**config.mk**
```make
export PLATFORM = sky130hd
export DESIGN_NAME = second_order_lowpass_iir_top
export DESIGN_NICKNAME = d
export VERILOG_FILES = /design/src/hdl/bqlp_pkg.sv /design/src/hdl/bqlp_seq.sv /design/src/hdl/second_order_lowpass_iir_top.sv
export SDC_FILE = /design/constraint.sdc
export NUM_CORES = 2
export LEC_CHECK = 0
export BUFFER_PORTS_ARGS = -buffer_cell sky130_fd_sc_hd__clkbuf_2
export CAP_MARGIN = 40
export CORE_ASPECT_RATIO = 1.2
export CORE_MARGIN = 2
export CORE_UTILIZATION = 55
export CTS_CLUSTER_DIAMETER = 30
export DETAILED_ROUTE_END_ITERATION = 16
export GPL_TIMING_DRIVEN = 0
export PLACE_DENSITY = 0.71
export REMOVE_ABC_BUFFERS = 1
export SYNTH_ARGS = -nofsm -noshare
export SYNTH_HDL_FRONTEND = slang
export SYNTH_HIERARCHICAL = 1
export SYNTH_SLANG_ARGS = --single-unit
```
**constraint.sdc**
```tcl
create_clock -name clock -period 17.9 [get_ports clock]
set_clock_uncertainty 0.05 [all_clocks]
set_input_delay 3.58 -clock clock [delete_from_list [all_inputs] [get_ports clock]]
set_output_delay 3.58 -clock clock [all_outputs]
set_load 0.01 [all_outputs]
```
**src/hdl/bqlp_pkg.sv**
```systemverilog
package bqlp_pkg;

   localparam int SAMPLE_WIDTH_DEF    = 32;
   localparam int COEFF_FRAC_BITS_DEF = 20;

   localparam int GAIN_W    = 21;
   localparam int COEF_W    = 32;
   localparam int CSR_W     = 32;
   localparam int CSR_IDX_W = 2;

   localparam logic [CSR_IDX_W-1:0] CSR_GAIN   = 2'd0;
   localparam logic [CSR_IDX_W-1:0] CSR_FB_TWO = 2'd1;
   localparam logic [CSR_IDX_W-1:0] CSR_FB_ONE = 2'd2;

   localparam logic CMD_FILTER  = 1'b0;
   localparam logic CMD_PRELOAD = 1'b1;

   // multiplier: 33-bit signed coefficient times one 32-bit operand chunk
   localparam int CHUNK_W   = 32;
   localparam int MUL_A_W   = COEF_W + 1;
   localparam int MUL_B_W   = CHUNK_W + 1;
   localparam int PROD_W    = MUL_A_W + MUL_B_W;

   localparam int PC_W = 4;

   localparam logic [PC_W-1:0] STEP_FIRST  = 4'd0;
   localparam logic [PC_W-1:0] STEP_FINISH = 4'd8;

   localparam logic [1:0] MUL_NONE    = 2'd0;
   localparam logic [1:0] MUL_ALWAYS  = 2'd1;
   localparam logic [1:0] MUL_IF_MORE = 2'd2;

   localparam logic [1:0] COEF_FB_TWO = 2'd0;
   localparam logic [1:0] COEF_FB_ONE = 2'd1;
   localparam logic [1:0] COEF_GAIN   = 2'd2;

   localparam logic [1:0] ACT_NONE    = 2'd0;
   localparam logic [1:0] ACT_LOAD_Y1 = 2'd1;
   localparam logic [1:0] ACT_LOAD_IN = 2'd2;
   localparam logic [1:0] ACT_FINISH  = 2'd3;

   localparam logic JMP_NEXT = 1'b0;
   localparam logic JMP_LOOP = 1'b1;

   typedef struct packed {
      logic [1:0] mul;
      logic [1:0] coef_sel;
      logic       acc_en;
      logic [1:0] act;
      logic       jump;
   } uop_type;

   typedef struct packed {
      logic       mul_en;
      logic [1:0] coef_sel;
      logic       acc_en;
      logic [1:0] act;
   } dp_ctrl_type;

   function automatic uop_type ucode_rom(input logic [PC_W-1:0] pc);
      uop_type u;
      u = '{mul: MUL_NONE, coef_sel: COEF_FB_TWO, acc_en: 1'b0, act: ACT_NONE, jump: JMP_NEXT};
      unique case (pc)
         4'd0: begin
            u.mul = MUL_ALWAYS;   u.coef_sel = COEF_FB_TWO;
         end
         4'd1: begin
            u.mul = MUL_IF_MORE;  u.coef_sel = COEF_FB_TWO;
            u.acc_en = 1'b1;      u.jump = JMP_LOOP;
         end
         4'd2: begin
            u.act = ACT_LOAD_Y1;
         end
         4'd3: begin
            u.mul = MUL_ALWAYS;   u.coef_sel = COEF_FB_ONE;
         end
         4'd4: begin
            u.mul = MUL_IF_MORE;  u.coef_sel = COEF_FB_ONE;
            u.acc_en = 1'b1;      u.jump = JMP_LOOP;
         end
         4'd5: begin
            u.act = ACT_LOAD_IN;
         end
         4'd6: begin
            u.mul = MUL_ALWAYS;   u.coef_sel = COEF_GAIN;
         end
         4'd7: begin
            u.mul = MUL_IF_MORE;  u.coef_sel = COEF_GAIN;
            u.acc_en = 1'b1;      u.jump = JMP_LOOP;
         end
         default: begin
            u.act = ACT_FINISH;
         end
      endcase
      return u;
   endfunction

endpackage

```
**src/hdl/bqlp_seq.sv**
```systemverilog
module bqlp_seq import bqlp_pkg::*; #(
   parameter int NUM_Y_CHUNKS  = 1,
   parameter int NUM_IN_CHUNKS = 2
) (
   input  logic        clock,
   input  logic        reset,
   input  logic        start,
   input  logic        start_preload,
   input  logic        out_free,
   output logic        busy,
   output dp_ctrl_type ctrl
);

   localparam int CNT_W = (NUM_IN_CHUNKS > 1) ? $clog2(NUM_IN_CHUNKS) : 1;
   localparam logic [CNT_W-1:0] Y_LAST  = CNT_W'(NUM_Y_CHUNKS - 1);
   localparam logic [CNT_W-1:0] IN_LAST = CNT_W'(NUM_IN_CHUNKS - 1);

   logic [PC_W-1:0]  pc_ff, pc_in;
   logic [CNT_W-1:0] cnt_ff, cnt_in;
   logic             busy_ff, busy_in;
   uop_type          uop;
   logic             more;

   assign uop  = ucode_rom(pc_ff);
   assign more = (cnt_ff != '0);
   assign busy = busy_ff;

   assign ctrl.mul_en   = busy_ff && ((uop.mul == MUL_ALWAYS) ||
                                      ((uop.mul == MUL_IF_MORE) && more));
   assign ctrl.coef_sel = uop.coef_sel;
   assign ctrl.acc_en   = busy_ff && uop.acc_en;
   assign ctrl.act      = busy_ff ? uop.act : ACT_NONE;

   always_comb begin
      pc_in   = pc_ff;
      cnt_in  = cnt_ff;
      busy_in = busy_ff;
      if (!busy_ff) begin
         if (start) begin
            busy_in = 1'b1;
            pc_in   = start_preload ? STEP_FINISH : STEP_FIRST;
            cnt_in  = Y_LAST;
         end
      end else begin
         priority if (uop.act == ACT_FINISH) begin
            // hold here until the output register can take the result
            if (out_free) begin
               busy_in = 1'b0;
            end
         end else if ((uop.jump == JMP_LOOP) && more) begin
            cnt_in = cnt_ff - CNT_W'(1);
         end else begin
            pc_in = pc_ff + PC_W'(1);
            if (uop.act == ACT_LOAD_Y1) begin
               cnt_in = Y_LAST;
            end else if (uop.act == ACT_LOAD_IN) begin
               cnt_in = IN_LAST;
            end
         end
      end
   end

   always_ff @(posedge clock) begin
      if (reset) begin
         pc_ff   <= STEP_FIRST;
         cnt_ff  <= '0;
         busy_ff <= 1'b0;
      end else begin
         pc_ff   <= pc_in;
         cnt_ff  <= cnt_in;
         busy_ff <= busy_in;
      end
   end

endmodule

```
**src/hdl/second_order_lowpass_iir_top.sv**
```systemverilog
// Second-order low-pass biquad on a stream of signed fixed-point samples.
// Request channel (req_valid/req_ready) carries req_cmd and req_sample:
// filter the sample, or preload every history with it and echo it back.
// Response channel (rsp_valid/rsp_ready) carries rsp_filtered, one result
// per request transaction, in order.
// CSR port: csr_we writes csr_wdata to register csr_index (0 gain,
// 1 two-back feedback, 2 one-back feedback); other indexes are ignored.
// Write registers only while no transaction is in flight.
// Sequencing: a filter transaction runs the whole step program, which multiplies
// y2, y1 and the inner sum chunk by chunk (NY, NY and NI chunks, the 32-bit
// chunk counts of a sample and of the inner sum: 1 and 2 at the default widths);
// a preload runs only the last step. A new request is taken the cycle after the
// step program ends, so requests never overlap. The rate is set by the single
// shared 33x33 multiplier: one operand chunk per cycle in its multiply steps.
// A finished result sits in the output register; the next request is taken
// while it waits, but the step program stalls at its last step until the
// receiver frees that register.
// Reset restores unity gain coefficients and clears all histories.
module second_order_lowpass_iir_top import bqlp_pkg::*; #(
   parameter int SAMPLE_WIDTH    = SAMPLE_WIDTH_DEF,
   parameter int COEFF_FRAC_BITS = COEFF_FRAC_BITS_DEF
) (
   input  logic                           clock,
   input  logic                           reset,
   input  logic                           req_valid,
   output logic                           req_ready,
   input  logic                           req_cmd,
   input  logic signed [SAMPLE_WIDTH-1:0] req_sample,
   output logic                           rsp_valid,
   input  logic                           rsp_ready,
   output logic signed [SAMPLE_WIDTH-1:0] rsp_filtered,
   input  logic                           csr_we,
   input  logic [CSR_IDX_W-1:0]           csr_index,
   input  logic [CSR_W-1:0]               csr_wdata
);

   localparam int S        = SAMPLE_WIDTH;
   localparam int F        = COEFF_FRAC_BITS;
   localparam int NY       = (S + CHUNK_W - 1) / CHUNK_W;
   localparam int IW_BASE  = (S + 2 > COEF_W + S - F) ? S + 2 : COEF_W + S - F;
   localparam int IW       = IW_BASE + 2;
   localparam int NI       = (IW + CHUNK_W - 1) / CHUNK_W;
   localparam int OPW      = NI * CHUNK_W;
   localparam int Y_ALIGN  = OPW - NY * CHUNK_W;
   localparam int ACCW     = MUL_A_W + OPW;

   localparam logic signed [S-1:0] SAT_MAX = {1'b0, {(S-1){1'b1}}};
   localparam logic signed [S-1:0] SAT_MIN = {1'b1, {(S-1){1'b0}}};

   logic [GAIN_W-1:0]        gain_ff, gain_in;
   logic signed [COEF_W-1:0] fb2_ff, fb2_in, fb1_ff, fb1_in;
   logic signed [S-1:0]      x1_ff, x1_in, x2_ff, x2_in, y1_ff, y1_in, y2_ff, y2_in;
   logic signed [S-1:0]      x0_ff, x0_in;
   logic                     preload_ff, preload_in;
   logic signed [IW-1:0]     inner_ff, inner_in;
   logic [OPW-1:0]           opnd_ff, opnd_in;
   logic                     first_ff, first_in;
   logic signed [PROD_W-1:0] prod_ff, prod_in;
   logic signed [ACCW-1:0]   acc_ff, acc_in;
   logic                     rsp_valid_ff, rsp_valid_in;
   logic signed [S-1:0]      rsp_data_ff, rsp_data_in;

   logic                      busy, req_fire, out_free, finish_fire;
   dp_ctrl_type               ctrl;
   logic signed [IW-1:0]      sum_w, inner_sub;
   logic signed [MUL_A_W-1:0] coef_a;
   logic [CHUNK_W-1:0]        chunk;
   logic signed [MUL_B_W-1:0] opnd_b;
   logic signed [PROD_W-1:0]  mul_res;
   logic signed [ACCW-1:0]    acc_shift, acc_mac;
   logic signed [S-1:0]       res_low, res_sat;
   logic                      res_fits;

   assign req_ready    = !busy;
   assign req_fire     = req_valid && req_ready;
   assign out_free     = !rsp_valid_ff || rsp_ready;
   assign finish_fire  = (ctrl.act == ACT_FINISH) && out_free;
   assign rsp_valid    = rsp_valid_ff;
   assign rsp_filtered = rsp_data_ff;

   bqlp_seq #(
      .NUM_Y_CHUNKS  (NY),
      .NUM_IN_CHUNKS (NI)
   ) u_seq (
      .clock         (clock),
      .reset         (reset),
      .start         (req_fire),
      .start_preload (req_cmd == CMD_PRELOAD),
      .out_free      (out_free),
      .busy          (busy),
      .ctrl          (ctrl)
   );

   // x0 + 2*x1 + x2, exact in IW bits
   assign sum_w = IW'(req_sample) + (IW'(x1_ff) <<< 1) + IW'(x2_ff);

   always_comb begin
      unique case (ctrl.coef_sel)
         COEF_FB_TWO: coef_a = MUL_A_W'(fb2_ff);
         COEF_FB_ONE: coef_a = MUL_A_W'(fb1_ff);
         COEF_GAIN:   coef_a = MUL_A_W'(gain_ff);
         default:     coef_a = '0;
      endcase
   end

   // chunks go most significant first; only the top one carries the sign
   assign chunk   = opnd_ff[OPW-1 -: CHUNK_W];
   assign opnd_b  = first_ff ? {chunk[CHUNK_W-1], chunk} : {1'b0, chunk};
   assign mul_res = coef_a * opnd_b;

   assign acc_mac   = (acc_ff <<< CHUNK_W) + ACCW'(prod_ff);
   assign acc_shift = acc_ff >>> F;
   assign inner_sub = inner_ff - IW'(acc_shift);

   assign res_low  = acc_shift[S-1:0];
   assign res_fits = (acc_shift == ACCW'(res_low));
   assign res_sat  = res_fits ? res_low : (acc_shift[ACCW-1] ? SAT_MIN : SAT_MAX);

   always_comb begin
      gain_in      = gain_ff;
      fb2_in       = fb2_ff;
      fb1_in       = fb1_ff;
      x1_in        = x1_ff;
      x2_in        = x2_ff;
      y1_in        = y1_ff;
      y2_in        = y2_ff;
      x0_in        = x0_ff;
      preload_in   = preload_ff;
      inner_in     = inner_ff;
      opnd_in      = opnd_ff;
      first_in     = first_ff;
      prod_in      = prod_ff;
      acc_in       = acc_ff;
      rsp_valid_in = rsp_valid_ff;
      rsp_data_in  = rsp_data_ff;

      if (csr_we) begin
         unique case (csr_index)
            CSR_GAIN:   gain_in = csr_wdata[GAIN_W-1:0];
            CSR_FB_TWO: fb2_in  = csr_wdata[COEF_W-1:0];
            CSR_FB_ONE: fb1_in  = csr_wdata[COEF_W-1:0];
            default: ;
         endcase
      end

      if (req_fire) begin
         x0_in      = req_sample;
         preload_in = (req_cmd == CMD_PRELOAD);
         inner_in   = sum_w;
         opnd_in    = OPW'(y2_ff) <<< Y_ALIGN;
         first_in   = 1'b1;
         acc_in     = '0;
      end

      if (ctrl.mul_en) begin
         prod_in  = mul_res;
         opnd_in  = opnd_ff << CHUNK_W;
         first_in = 1'b0;
      end

      if (ctrl.acc_en) begin
         acc_in = acc_mac;
      end

      if (ctrl.act == ACT_LOAD_Y1) begin
         inner_in = inner_sub;
         opnd_in  = OPW'(y1_ff) <<< Y_ALIGN;
         first_in = 1'b1;
         acc_in   = '0;
      end else if (ctrl.act == ACT_LOAD_IN) begin
         inner_in = inner_sub;
         opnd_in  = OPW'(inner_sub);
         first_in = 1'b1;
         acc_in   = '0;
      end

      if (rsp_ready) begin
         rsp_valid_in = 1'b0;
      end
      if (finish_fire) begin
         rsp_valid_in = 1'b1;
         if (preload_ff) begin
            rsp_data_in = x0_ff;
            x1_in       = x0_ff;
            x2_in       = x0_ff;
            y1_in       = x0_ff;
            y2_in       = x0_ff;
         end else begin
            rsp_data_in = res_sat;
            x2_in       = x1_ff;
            x1_in       = x0_ff;
            y2_in       = y1_ff;
            y1_in       = res_sat;
         end
      end
   end

   always_ff @(posedge clock) begin
      if (reset) begin
         gain_ff      <= GAIN_W'(1) << F;
         fb2_ff       <= COEF_W'(1) << F;
         fb1_ff       <= COEF_W'(2) << F;
         x1_ff        <= '0;
         x2_ff        <= '0;
         y1_ff        <= '0;
         y2_ff        <= '0;
         rsp_valid_ff <= 1'b0;
      end else begin
         gain_ff      <= gain_in;
         fb2_ff       <= fb2_in;
         fb1_ff       <= fb1_in;
         x1_ff        <= x1_in;
         x2_ff        <= x2_in;
         y1_ff        <= y1_in;
         y2_ff        <= y2_in;
         rsp_valid_ff <= rsp_valid_in;
      end
   end

   always_ff @(posedge clock) begin
      x0_ff       <= x0_in;
      preload_ff  <= preload_in;
      inner_ff    <= inner_in;
      opnd_ff     <= opnd_in;
      first_ff    <= first_in;
      prod_ff     <= prod_in;
      acc_ff      <= acc_in;
      rsp_data_ff <= rsp_data_in;
   end

endmodule

```
# Word-level counts from Yosys, hierarchy flattened
# Index checks and enable logic that the tools add are counted.
classes:
  muxes: 39
  n_addsub: 6
  reduce_logical: 28
  n_eq_ne: 23
  mul: 1
ops:
  columns: ["operator", "n"]
  rows:
  - ["$mux W64", 4]
  - ["$mux W97", 2]
  - ["$mux W32", 5]
  - ["$mux W46", 3]
  - ["$pmux W33 S3", 1]
  - ["$add A97 B66 Y97", 1]
  - ["$mul A33 B33 Y66", 1]
  - ["$sub A46 B46 Y46", 1]
  - ["$eq A45 B1 Y1", 1]
  - ["$add A34 B32 Y35", 1]
  - ["$add A32 B33 Y34", 1]
  - ["$mux W33", 1]
  - ["$pmux W4 S6", 1]
  - ["$mux W4", 5]
  - ["$eq A4 B3 Y1 const B", 4]
  - ["$mux W1", 15]
  - ["$eq A2 B2 Y1 const B", 7]
  - ["$eq A2 B1 Y1 const B", 5]
  - ["$eq A4 B2 Y1 const B", 2]
  - ["$reduce_bool A2 Y1", 4]
  - ["$logic_and A1 B1 Y1", 6]
  - ["$pmux W2 S3", 1]
  - ["$reduce_and A2 Y1", 3]
  - ["$reduce_and A3 Y1", 2]
  - ["other kinds (15)", 20]
totals:
  out_inout_bits: 34
  register_bits: 559
  wordCells: 117

# Logic depth before layout (Yosys ltp)
depth:
  word_depth: 9
  depth_mapped: 37
  mapped_depth_nobuf: 34

# By module
# The synthesis kept the hierarchy.
modules_own_cells:
  columns: ["mod", "instances", "cells_per_inst", "area_each_um2"]
  rows:
  - ["second_order_lowpass_iir_top", 1, 7408, 67622.4]
  - ["bqlp_seq", 1, 69, 541.8]

# Least setup slack after synthesis
# Ideal clock, no wire load.
synth_path:
  kind: "register to register"
  start: "reg u_seq.pc_ff[0]"
  end: "reg opnd_ff[32] (enable)"
  path_buffers: 2
  arrival_ps: 13365
  required_time_ps: 17461
  path_stages_with_launch: 11
  slack_ps: 4096
  cell_sequence: "dfxtp_1 inv_1 ha_1 nor2_1 and3_1 nor3_1 a2111oi_0 clkbuf_1 buf_1 nor2_1 nand2_1"
synth_rtl:
  columns: ["item", "line_no", "rtl"]
  rows:
  - ["start: declaration", "bqlp_seq.sv:18", "logic [PC_W-1:0] pc_ff, pc_in;"]
  - ["start signal: assignment", "bqlp_seq.sv:69", "pc_ff <= pc_in;"]
  - ["end signal: assignment", "second_order_lowpass_iir_top.sv:224", "opnd_ff <= opnd_in;"]
  - ["end: declaration", "second_order_lowpass_iir_top.sv:56", "logic [OPW-1:0] opnd_ff, opnd_in;"]

==> run summary <==
The number of top-level pins is 106. The endpoint arrival time on the critical path is 11.91 ns. The row count came out at 141. The number of remaining DRC errors is 0. The layout overhead on the synthesized area came out at 12.8%. The post-route cell area came out at 0.0769 mm². The post-synthesis cell count is 7,477. Summed over all layers, the routed wires come to 195,000 µm. By count the netlist is led by inv_1 (1,193), nand2_1 (1,184), fa_1 (1,157). The maximum root-to-sink buffer count is 3.

The layer flagged by global routing as most heavily used is met2. By area the synthesized netlist is led by fa_1 (34%), dfxtp_1 (10%), edfxtp_1 (9.2%). The area of the die came out at 0.127 mm². The share of synthesized area occupied by flip-flops and latches came out at 19.5%. The largest net degree at the start of global routing is 132. The transition time at the pin with the least slew margin is 0.991 ns.

The internal cell power is 5190 µW. The total number of nets in the final design came out at 9,060. Summed over all failing endpoints, the final setup total negative slack is 0 ns. The clock drives 559 sinks. The post-CTS setup-driven buffer insertion count came out at 0. The number of cells in the design after placement is 8,971.

Gates resized during post-CTS repair numbered 0. The CTS tree is done. The area share of the leading cell type in the synthesized netlist is 34.0%.

The critical path is of the register to register type. By area, the combinational part of the netlist is dominated by adder cells. The width of the die came out at 325 µm. The fraction of synthesized area in multiplexers is 1.16%. Yosys mapped the design onto 98 distinct sky130hd cell types. Setup repair after global routing left no endpoint under its margin. In the global route stage, met3 resource usage came out at 5.72%. The met2 demand-to-capacity share in global routing is 53.4%. In this run the mean area of a mapped cell was 9.12 µm². The largest fanout on the critical path is 17. The post-synthesis adder-cell area fraction came out at 40.8%. The first global-routing pass estimated 311,000 µm of wire. The clock edge transition at the registers on the reported setup and hold paths is 0.04 ns.

The worst setup path is launched from a register. Counting flops with a built-in enable in the synthesized netlist gives 209. Excluding fillers, the count of instances in the completed layout stands at 9,219. The yosys synthesis warning count is 6. The clock period minus final worst setup slack is 11.48 ns. The run finished with clean final reports.

The first detailed-routing pass ran for 6 iterations. Before CTS, the worst setup slack after placement is 6.63 ns. The core region area is 0.123 mm². The number of max-cap violations is 0.

Measured against its own limit, the worst slew margin works out to 33.9%. The reported leakage power came out at 0.0350 µW. The number of DRC markers in iteration 0 is 3,806. The type of element capturing the critical path is a register. The starting utilization of the core area came out at 55.4%. The cts-stage hold buffer count is 0. The met1 capacity usage during global routing is 38.4%. The relative contribution of sequential cells to total power is 19.3%. Setup slack closes at 6.42 ns. The height of the chip is 390 µm. The most common cell in the synthesized netlist is inv_1. The most used flip-flop cell after synthesis is dfxtp_1. On the critical path, the stage with the largest delay is an instance of a31oi_1. The biggest area contributor in the post-synthesis netlist is fa_1. The number of endpoints with negative hold slack in the final report is 0. At the end of routability-driven placement, the weighted congestion stood at 0.950.

The average routed wire per standard cell came out at 21.2 µm. The number of H-tree branching levels is 4. The number of global-route vias before repair is 57,100. The final number of max-transition violations is 0. The xor and xnor area share after synthesis came out at 2.42%. The share of power burned in the clock network is 27.2%. The initial antenna violation count is 4. In this run the power spent charging and discharging nets is 4120 µW.

The clock latency reported for the late side of the worst-skew pair is 0.78 ns. The kind of path behind the tightest hold check is register to register. The final antenna-violating net count is 0.

Setup violations remaining at the end of the flow were counted as 0. The achievable frequency came out at 0.0871 GHz. Clock tree synthesis inserted a total of 133 buffers. The portion of the clock cycle consumed by the worst path in the final layout came out at 64.2%.

For this run, the slowest stage of the critical path takes 0.64 ns. The fraction of layout cells with a size suffix above 1 came out at 8.08%. The HPWL after detailed placement is 154,000 µm. The fraction of the mapped netlist area in compound gates came out at 11.3%. The fraction of registers with async set/reset is 0%. The required time of the critical path is 18.33 ns. The global-route usage over all layers is 31.4%. In the routed layout, each cell is associated on average with a via count of 5.79. The worst supply voltage drop on vdd came out at 0.121 mV.

In this run the cell area measured after placement is 0.0722 mm². The count of buffers from port buffering is 105. The global route total overflow is 0. The power per cell area is 121 mW/mm². The basic-gate share of the synthesized area counting and, or, nand and nor cells came out at 16.0%. In this run the clock root is driven by a clkbuf_16.

The total via count in the routed design is 53,400. After synthesis the cells add up to 0.0682 mm². The switching share of power is 44.2%. The fraction of power consumed by combinational cells is 53.5%. The synthesized design contains 559 register bits.

Counting stages on the worst path, the most repeated cell is fa_1.
==> logic make-up (layout without fill, tap and decap cells) <==
group	count (synthesis)	in the layout
buffers and inverters	1595	1691
flip-flops	559	559
AND/OR/NAND/NOR	2328	2328
AO/OA/AOI/OAI	1204	1204
other	0	2
XOR/XNOR	188	188
multiplexers	77	77
adder cells (fa/ha/maj)	1526	1526
==> through the flow <==
step                      hold slack (ns)  total power [µW]  utilization [%]
after global routing                0.413              9950             62.5
after detailed placement            0.396              6700             58.7
final                               0.400              9320             62.5
after floorplan                     0.375              5050                -
after CTS                           0.401              9290             62.5
after global placement              0.384              6510             56.3
==> sequential cells by signal, summed over array words and instances, names as in the netlist, 4 cells and up <==
| signal | count |
|---|---|
| rsp_filtered | 32 |
| inner_ff | 46 |
| acc_ff | 97 |
| prod_ff | 66 |
| opnd_ff | 64 |
| y1_ff | 32 |
| x2_ff | 32 |
| fb1_ff | 32 |
| u_seq/pc_ff | 4 |
| y2_ff | 32 |
| x1_ff | 32 |
| fb2_ff | 32 |
| gain_ff | 21 |
| x0_ff | 32 |
==> path summary, 6_finish.rpt <==
check	start	to	slack, ns	cells past startpoint
worst max-delay path	u_seq/pc_ff[1]	prod_ff[63]	6.42	36
worst min-delay path	fb2_ff[30]	fb2_ff[30]	0.40	2
worst max register to register	u_seq/pc_ff[1]	prod_ff[63]	6.42	36
worst min register to register	fb2_ff[30]	fb2_ff[30]	0.40	2
==> power by group through the flow <==
stage / combinational, µW / clock, µW / sequential [µW]
floorplan: 3290 / 0 / 1760
global placement: 4570 / 0 / 1940
detailed placement: 4890 / 0 / 1810
CTS: 4930 / 2560 / 1790
global route: 5530 / 2620 / 1810
finish: 4980 / 2530 / 1800
==> worst max-delay path: cells and delay by family, from the launching register on <==
family | cells | cell delay [ns]
DFF | 1 | 0.42
xor gates and xnor gates | 1 | 0.17
and+or+nand+nor | 5 | 0.88
AOI/OAI and AO/OA | 8 | 2.75
buffers and inverters | 12 | 2.03
adders and majority gates | 10 | 4.81
==> layout make-up <==
class                           instances  area [µm²]
Antenna cell                            2        5.00
Clock buffer                          175        3700
Clock inverter                         71        1020
Fill cell                           10000       46100
Inverter                             1195        4500
Multi-Input combinational cell       5323       49300
Sequential cell                       559       13300
Tap cell                             1644        2060
Timing Repair Buffer                  250        3060
==> metal layers <==
layer	vias to the layer above	part of all wire, %	routed length (µm)
li1	23700	-	-
met1	26800	38	74200
met2	2235	49	96100
met3	599	7.4	14500
met4	2	5.4	10600
met5	-	0.0067	13
==> layout by cell type (no fill, tap or decap), types with 64 or more instances in the layout <==
master / synthesis / routed
a21o_1: 113 / 113
a21oi_1: 406 / 406
a311oi_1: 64 / 64
and2_1: 520 / 520
clkbuf_16: 0 / 136
clkbuf_2: 0 / 104
dfxtp_1: 350 / 350
edfxtp_1: 209 / 209
fa_1: 1157 / 1156
ha_1: 369 / 367
inv_1: 1193 / 1192
nand2_1: 1184 / 1179
nand2b_1: 81 / 81
nor2_1: 259 / 245
o21ai_0: 242 / 226
xnor2_1: 121 / 121
xor2_1: 67 / 67
No activity file was read; power rests on OpenSTA's default activity.
